[src/hw/rtl/selective_repeat_reorder_buffer_macros.svh]
// ---------------------------------------------------------------------------
// Selective-repeat reorder buffer: assertion macros
// Shared concurrent assertion forms, clocked on the rising edge and held off
// while synchronous reset is asserted.
// ---------------------------------------------------------------------------
`ifndef SELECTIVE_REPEAT_REORDER_BUFFER_MACROS_SVH
`define SELECTIVE_REPEAT_REORDER_BUFFER_MACROS_SVH

// Same-cycle implication
`define SRRB_ASSERT_IMP(label, clk, rst_n, ante, cons, msg) \
  label: assert property (@(posedge clk) disable iff (!rst_n) (ante) |-> (cons)) \
    else $error(msg);

// Next-cycle implication
`define SRRB_ASSERT_NXT(label, clk, rst_n, ante, cons, msg) \
  label: assert property (@(posedge clk) disable iff (!rst_n) (ante) |=> (cons)) \
    else $error(msg);

`endif

[src/hw/rtl/srrb_pkg.sv]
// ---------------------------------------------------------------------------
// srrb_pkg
// Widths, window size, slot record and control types shared by the
// reorder buffer modules.
// ---------------------------------------------------------------------------
package srrb_pkg;

  // Window size and derived index width
  localparam int WINDOW_SLOTS = 32;
  localparam int SLOT_IDX_W   = $clog2(WINDOW_SLOTS);
  localparam int SEQ_W        = 32;
  localparam int PAYLOAD_W    = 64;

  // One buffered packet
  typedef struct packed {
    logic                 valid;
    logic [PAYLOAD_W-1:0] payload;
    logic                 mark;
  } slot_t;

  localparam slot_t SLOT_EMPTY = '0;

  // Sequencer states
  typedef enum logic [1:0] {
    ST_IDLE,
    ST_DRAIN,
    ST_DONE
  } srrb_state_t;

  // Status seen by the sequencer
  typedef struct packed {
    logic out_ready;    // output register free or emptying this cycle
    logic head_mark;    // end-of-file mark of the head cell
    logic next_valid;   // the cell behind the head holds a packet
  } srrb_status_t;

  // Controls issued by the sequencer
  typedef struct packed {
    logic                  in_stall;
    logic                  store;      // write incoming packet into a cell
    logic [SLOT_IDX_W-1:0] offset;     // cell index for a store
    logic                  shift;      // advance the window by one cell
    logic                  out_load;   // load the output register
    logic                  out_from_cell; // source is the head cell
    logic                  out_last;   // last result of this run
  } srrb_ctl_t;

endpackage

[src/hw/rtl/srrb_cell.sv]
// ---------------------------------------------------------------------------
// srrb_cell
// One window cell. Takes its neighbour's contents on a shift, or the
// incoming packet when selected for a store.
// ---------------------------------------------------------------------------
module srrb_cell import srrb_pkg::*; (
  input  logic                 clk,
  input  logic                 rst_n,
  input  logic                 shift,
  input  logic                 store,
  input  slot_t                from_next,
  input  logic [PAYLOAD_W-1:0] wr_payload,
  input  logic                 wr_mark,
  output slot_t                slot
);

  logic                 valid_r;
  logic [PAYLOAD_W-1:0] payload_r;
  logic                 mark_r;

  // Occupancy flag
  always_ff @(posedge clk) begin
    if (!rst_n) begin
      valid_r <= 1'b0;
    end else if (shift) begin
      valid_r <= from_next.valid;
    end else if (store) begin
      valid_r <= 1'b1;
    end
  end

  // Packet contents, no reset
  always_ff @(posedge clk) begin
    if (shift) begin
      payload_r <= from_next.payload;
      mark_r    <= from_next.mark;
    end else if (store) begin
      payload_r <= wr_payload;
      mark_r    <= wr_mark;
    end
  end

  assign slot = '{valid: valid_r, payload: payload_r, mark: mark_r};

endmodule

[src/hw/rtl/srrb_ctrl.sv]
// ---------------------------------------------------------------------------
// srrb_ctrl
// Sequencer: tracks the expected sequence number, classifies each arriving
// packet and steps the drain of consecutive buffered cells.
// ---------------------------------------------------------------------------
module srrb_ctrl import srrb_pkg::*; (
  input  logic             clk,
  input  logic             rst_n,
  input  logic             in_valid,
  input  logic [SEQ_W-1:0] in_seq_number,
  input  logic             in_payload_empty,
  input  logic             in_end_of_file,
  input  srrb_status_t     status,
  output srrb_ctl_t        ctl
);

  srrb_state_t      state_r, state_nxt;
  logic [SEQ_W-1:0] expected_seq_r, expected_seq_nxt;
  logic [SEQ_W-1:0] seq_diff;
  logic             hit;
  logic             in_window;
  logic             accept;

  // Packet classification against the expected number
  assign seq_diff  = in_seq_number - expected_seq_r;
  assign hit       = (in_seq_number == expected_seq_r);
  assign in_window = (in_seq_number > expected_seq_r) &&
                     (seq_diff < SEQ_W'(WINDOW_SLOTS));
  assign accept    = in_valid && !ctl.in_stall;

  // Next state
  always_comb begin
    state_nxt = state_r;
    unique case (state_r)
      ST_IDLE: begin
        if (accept && hit) begin
          if (in_end_of_file) begin
            state_nxt = ST_DONE;
          end else if (status.next_valid) begin
            state_nxt = ST_DRAIN;
          end
        end
      end
      ST_DRAIN: begin
        if (status.out_ready) begin
          if (status.head_mark) begin
            state_nxt = ST_DONE;
          end else if (!status.next_valid) begin
            state_nxt = ST_IDLE;
          end
        end
      end
      ST_DONE: state_nxt = ST_DONE;
      default: state_nxt = ST_IDLE;
    endcase
  end

  // Outputs
  always_comb begin
    ctl        = '0;
    ctl.offset = seq_diff[SLOT_IDX_W-1:0];
    unique case (state_r)
      ST_IDLE: begin
        ctl.in_stall = !status.out_ready;
        if (in_valid && status.out_ready) begin
          if (hit) begin
            ctl.out_load = 1'b1;
            ctl.out_last = in_end_of_file || !status.next_valid;
            ctl.shift    = !in_end_of_file;
          end else begin
            ctl.store = in_window && !in_payload_empty;
          end
        end
      end
      ST_DRAIN: begin
        ctl.in_stall = 1'b1;
        if (status.out_ready) begin
          ctl.out_load      = 1'b1;
          ctl.out_from_cell = 1'b1;
          ctl.out_last      = status.head_mark || !status.next_valid;
          ctl.shift         = !status.head_mark;
        end
      end
      ST_DONE: ctl.in_stall = 1'b0;   // accept and drop
      default: ctl.in_stall = 1'b1;
    endcase
  end

  // Expected number follows every window advance
  assign expected_seq_nxt = ctl.shift ? expected_seq_r + SEQ_W'(1) : expected_seq_r;

  always_ff @(posedge clk) begin
    if (!rst_n) begin
      state_r        <= ST_IDLE;
      expected_seq_r <= '0;
    end else begin
      state_r        <= state_nxt;
      expected_seq_r <= expected_seq_nxt;
    end
  end

endmodule

[src/hw/rtl/selective_repeat_reorder_buffer.sv]
// Selective-repeat receive window. Cell i of a row of WINDOW_SLOTS cells holds
// the packet numbered expected + i, so releasing a packet shifts the whole row
// one cell towards the head. A packet that is stale, outside the window or
// stored ahead of the head gives no result. An in-order packet is released
// first, then each consecutive buffered packet behind it is drained, the row
// moving one cell per cycle; each release waits for the output register to
// be free. The input is stalled during a drain, and any packet is held off
// while the output register holds a stalled result. After an end-of-file
// packet is released, inputs are accepted and dropped until reset.
// ---------------------------------------------------------------------------
// selective_repeat_reorder_buffer
// Top level: cell row, sequencer and output register.
// ---------------------------------------------------------------------------
`include "selective_repeat_reorder_buffer_macros.svh"

module selective_repeat_reorder_buffer import srrb_pkg::*; (
  input  logic                 clk,
  input  logic                 rst_n,
  // input channel
  input  logic                 in_valid,
  output logic                 in_stall,
  input  logic [SEQ_W-1:0]     in_seq_number,
  input  logic [PAYLOAD_W-1:0] in_payload,
  input  logic                 in_payload_empty,
  input  logic                 in_end_of_file,
  // result channel
  output logic                 out_valid,
  input  logic                 out_stall,
  output logic [PAYLOAD_W-1:0] out_payload,
  output logic                 out_end_of_file,
  output logic                 out_last_of_run
);

  slot_t                cells [WINDOW_SLOTS];
  srrb_status_t         status;
  srrb_ctl_t            ctl;
  logic                 out_valid_r;
  logic [PAYLOAD_W-1:0] out_payload_r;
  logic                 out_eof_r;
  logic                 out_last_r;

  // Cell row
  for (genvar i = 0; i < WINDOW_SLOTS; i++) begin : g_cell
    slot_t from_next;
    if (i == WINDOW_SLOTS - 1) begin : g_tail
      assign from_next = SLOT_EMPTY;
    end else begin : g_mid
      assign from_next = cells[i+1];
    end
    srrb_cell u_cell (
      .clk        (clk),
      .rst_n      (rst_n),
      .shift      (ctl.shift),
      .store      (ctl.store && (ctl.offset == SLOT_IDX_W'(i))),
      .from_next  (from_next),
      .wr_payload (in_payload),
      .wr_mark    (in_end_of_file),
      .slot       (cells[i])
    );
  end

  // Sequencer
  assign status.out_ready  = !out_valid_r || !out_stall;
  assign status.head_mark  = cells[0].mark;
  assign status.next_valid = cells[1].valid;

  srrb_ctrl u_ctrl (
    .clk              (clk),
    .rst_n            (rst_n),
    .in_valid         (in_valid),
    .in_seq_number    (in_seq_number),
    .in_payload_empty (in_payload_empty),
    .in_end_of_file   (in_end_of_file),
    .status           (status),
    .ctl              (ctl)
  );

  assign in_stall = ctl.in_stall;

  // Output register valid
  always_ff @(posedge clk) begin
    if (!rst_n) begin
      out_valid_r <= 1'b0;
    end else if (ctl.out_load) begin
      out_valid_r <= 1'b1;
    end else if (!out_stall) begin
      out_valid_r <= 1'b0;
    end
  end

  // Output register payload
  always_ff @(posedge clk) begin
    if (ctl.out_load) begin
      out_payload_r <= ctl.out_from_cell ? cells[0].payload : in_payload;
      out_eof_r     <= ctl.out_from_cell ? cells[0].mark : in_end_of_file;
      out_last_r    <= ctl.out_last;
    end
  end

  assign out_valid       = out_valid_r;
  assign out_payload     = out_payload_r;
  assign out_end_of_file = out_eof_r;
  assign out_last_of_run = out_last_r;

  // Checks
  `SRRB_ASSERT_IMP(a_no_shift_store, clk, rst_n, ctl.store, !ctl.shift, "store during shift")
  `SRRB_ASSERT_IMP(a_store_ahead, clk, rst_n, ctl.store, ctl.offset != '0, "store at head")
  `SRRB_ASSERT_IMP(a_drain_valid, clk, rst_n, ctl.out_load && ctl.out_from_cell, cells[0].valid, "drain of empty cell")
  `SRRB_ASSERT_IMP(a_no_overwrite, clk, rst_n, ctl.out_load, status.out_ready, "result overwritten")
  `SRRB_ASSERT_NXT(a_shift_fill, clk, rst_n, ctl.shift && cells[1].valid, cells[0].valid, "shift lost a packet")

endmodule
[config.mk]
export PLATFORM = sky130hd
export DESIGN_NAME = selective_repeat_reorder_buffer
export DESIGN_NICKNAME = d
export VERILOG_FILES = /design/src/hw/rtl/srrb_pkg.sv /design/src/hw/rtl/srrb_cell.sv /design/src/hw/rtl/srrb_ctrl.sv /design/src/hw/rtl/selective_repeat_reorder_buffer.sv
export VERILOG_INCLUDE_DIRS = /design/src /design/src/hw/rtl
export SDC_FILE = /design/constraint.sdc
export NUM_CORES = 2
export LEC_CHECK = 0
export BUFFER_PORTS_ARGS = -buffer_cell sky130_fd_sc_hd__buf_2
export CELL_PAD_IN_SITES_DETAIL_PLACEMENT = 1
export CELL_PAD_IN_SITES_GLOBAL_PLACEMENT = 2
export CORE_AREA = 5 5 573 575
export DETAILED_ROUTE_END_ITERATION = 10
export DIE_AREA = 0 0 578 580
export HOLD_SLACK_MARGIN = 0.05
export PLACE_DENSITY_LB_ADDON = 0.1
export SYNTH_ARGS = -nofsm -noshare
export SYNTH_HDL_FRONTEND = slang
export SYNTH_HIERARCHICAL = 1
export SYNTH_SLANG_ARGS = --single-unit
[constraint.sdc]
create_clock -name clk -period 6 [get_ports clk]
set_input_delay 0.3 -clock clk [delete_from_list [all_inputs] [get_ports clk]]
set_output_delay 0.3 -clock clk [all_outputs]
set_load 0.03 [all_outputs]
==> flow_summary.yaml <==
placed_design:
  gp_congestion: 0.755
  pre_cts_slack_ns: 0.410
  numPortBuffers: 169
  hpwl_mm: 149
route:
  first_pass_iters: 5
  postRouteAntennaNets: 0
  wire_per_inst_um: 24.1
  post_drt_via_cell_ratio: 4.66
  highest_layer: "met5"
  met3WireLength_mm: 8.66
  met2WireLength_mm: 111
  met1_length_mm: 121
  drt_iter0_markers: 2581
  routed_wl_mm: 246
  drc: 0
  vias: 47498
timing:
  fin_crit_sh_pct: 94.0
  finalMaxSlewViolations: 0
  rsz0062_at_grt: "no"
  fin_setup_tns_ns: 0
  setup_viol: 0
  tightestPinTransition_ns: 1.16
  hold_viol: 0
  fmax_ghz: 0.177
  relSlewSlack_pct: 22.1
  skew_ns: 0.0433
  fin_ws_ns: 0.361
  fin_crit_ns: 5.64
global_routing:
  grt_pass1_wl_mm: 366
  grt_max_degree: 130
  antenna_found_initial: 23
  grt_pass1_vias: 52386
  grt-ovfl-total: 0
  grtUsageTotal_pct: 14.4
layout:
  area.growth.synth_to_final_pct: 16.2
  nets: 5812
  fillers: 32125
  drive_above_1_share_pct: 48.8
clocking:
  post-cts-setup-buffers: 0
  cts_sinks: 2212
  cts.clk_slew.worst_paths_ns: 0.06
  root_buffer: "clkbuf_16"
  htreeDepth: 5
  clk_latency_ns: 0.87
  cts_tree: "yes"
  cts_buffer_depth: 4
  cts_buffers: 271
yosys:
  syn-cell-area_um2: 96100
  yosysWarnings: 6
  avgSynthCellArea_um2: 18.2
  synthCells: 5282
setup_path:
  worstPathMaxFanout: 11
  reg2reg_from: "u_ctrl/expected_seq_r[0]"
  r2r_cells: 18
  endpoint: "g_cell[31].u_cell/payload_r[48]"
  timing.critical_path.from: "u_ctrl/expected_seq_r[0]"
  required_ns: 6.54
  r2r_end: "g_cell[31].u_cell/payload_r[48]"
  cp.arrival_ns: 6.18
  crit_path_start_kind: "flop"
  endpoint_kind: "flop"
  path_class: "reg -> reg"
  rrSetupSlack_ns: 0.36
pwr:
  finalPower_mw: 33.5
  ir_drop_mv: 0.174
  leakagePower_nw: 35.1
  power_density_nw_per_um2: 300
die:
  die_h_um: 580
  io_pins: 170
  coreArea_um2: 323000
  die_w_um: 578
  num_rows: 209
  dieArea_um2: 335000
  start_util_pct: 29.8
hold_path:
  hp-class: "in -> reg"
  whs_path_depth: 3
flow_run:
  drv_cap: 0
outcome:
  status: "finished, final reports clean"
cell usage in the layout, fill, tap and decap left out, types with 6 or more instances in the layout:
| master | count |
|---|---|
| a211o_1 | 6 |
| a21o_1 | 13 |
| a21oi_1 | 43 |
| and2_1 | 28 |
| and3_1 | 7 |
| buf_12 | 115 |
| buf_2 | 169 |
| buf_4 | 87 |
| bufinv_16 | 8 |
| clkbuf_1 | 72 |
| clkbuf_16 | 276 |
| clkinv_1 | 58 |
| clkinv_2 | 32 |
| conb_1 | 66 |
| dfxtp_1 | 66 |
| edfxtp_1 | 2146 |
| ha_1 | 33 |
| inv_1 | 72 |
| inv_6 | 11 |
| mux2_1 | 55 |
| mux2_2 | 2093 |
| nand2_1 | 40 |
| nand3_1 | 19 |
| nand4_1 | 17 |
| nor2_1 | 60 |
| nor2b_1 | 6 |
| nor3_1 | 10 |
| o2111ai_1 | 7 |
| o211ai_1 | 8 |
| o21a_1 | 6 |
| o21ai_0 | 23 |
| o221a_1 | 31 |
| or2_4 | 32 |
| or3_1 | 8 |
| xnor2_1 | 33 |
where the power goes:
part | switching (mW) | internal [mW] | total (mW) | leakage [nW]
Combinational | 0.687 | 0.613 | 1.30 | 11.3
Clock | 6.46 | 8.85 | 15.3 | 3.96
Sequential | 0.000000000678 | 16.9 | 16.9 | 19.8
Total | 7.15 | 26.4 | 33.5 | 35.1
registers in the layout, summed over array words and instances, names as in the netlist:
name / flops
g_cell.u_cell/mark_r: 32
g_cell.u_cell/payload_r: 2048
g_cell.u_cell/valid_r: 31
out_end_of_file: 1
out_last_of_run: 1
out_payload: 64
out_valid: 1
u_ctrl/expected_seq_r: 32
u_ctrl/state_r: 2
per-stage QoR:
stage          util [%]  cells  hold WS, ns  instance area [µm²]
2_1_floorplan         -   5347        0.428                96300
3_3_place_gp       32.1   9726        0.500               104000
3_5_place_dp       32.1   9726        0.514               104000
4_1_cts            34.6  10199       0.0938               112000
5_1_grt            34.6  10200        0.122               112000
6_report           34.6  10201        0.111               112000
area by class of cell:
class,instances,area (µm²),area share (%)
clock buffers,352,7230,6.48
diodes,2,5.00,0.00448
repair buffers,373,3820,3.42
well taps,4325,5410,4.85
clock inverters,119,872,0.781
multi-input cells,2745,28300,25.3
inverters,73,277,0.248
flip-flops and latches,2212,65800,58.9
worst min path at each step:
| stage | end | slack, ns | from |
|---|---|---|---|
| after floorplan | out_valid | 0.43 | rst_n |
| after global placement | u_ctrl/state_r[0] | 0.50 | u_ctrl/state_r[1] |
| after global routing | u_ctrl/expected_seq_r[10] | 0.12 | rst_n |
| final | u_ctrl/expected_seq_r[12] | 0.11 | rst_n |
| after detailed placement | g_cell[3].u_cell/valid_r | 0.51 | g_cell[3].u_cell/valid_r |
| after CTS | u_ctrl/expected_seq_r[12] | 0.09 | rst_n |
what timing repair did:
action | 4_1_cts | 5_1_grt
hold buffers | 2 | 0
resized for setup | 0 | 0
hold endpoints to repair | 3 | 0
endpoints found under the setup margin | 0 | 0
worst max-delay path, stage by stage, from the launching register on:
cell and delay (ns):
dfxtp_1 0.40, ha_1 0.19, inv_1 0.05, fa_1 0.42, a211oi_1 0.35, o211ai_1 0.22
a21boi_1 0.39, o211a_1 0.21, o21ai_0 0.11, a222oi_1 0.31, o2111ai_1 0.20, nor4_1 0.96
buf_4 0.26, buf_4 0.19, nand4_1 0.28, nor2_1 0.21, or2_4 0.16, buf_4 0.15
buf_4 0.22
layer usage:
metal	GRT usage, %	vias to the layer above
met4	3.18	2
met2	22.5	745
met3	2.18	318
li1	-	21649
met5	0	-
met1	21.0	24784
Note: power is estimated with default switching activity, not from simulation.
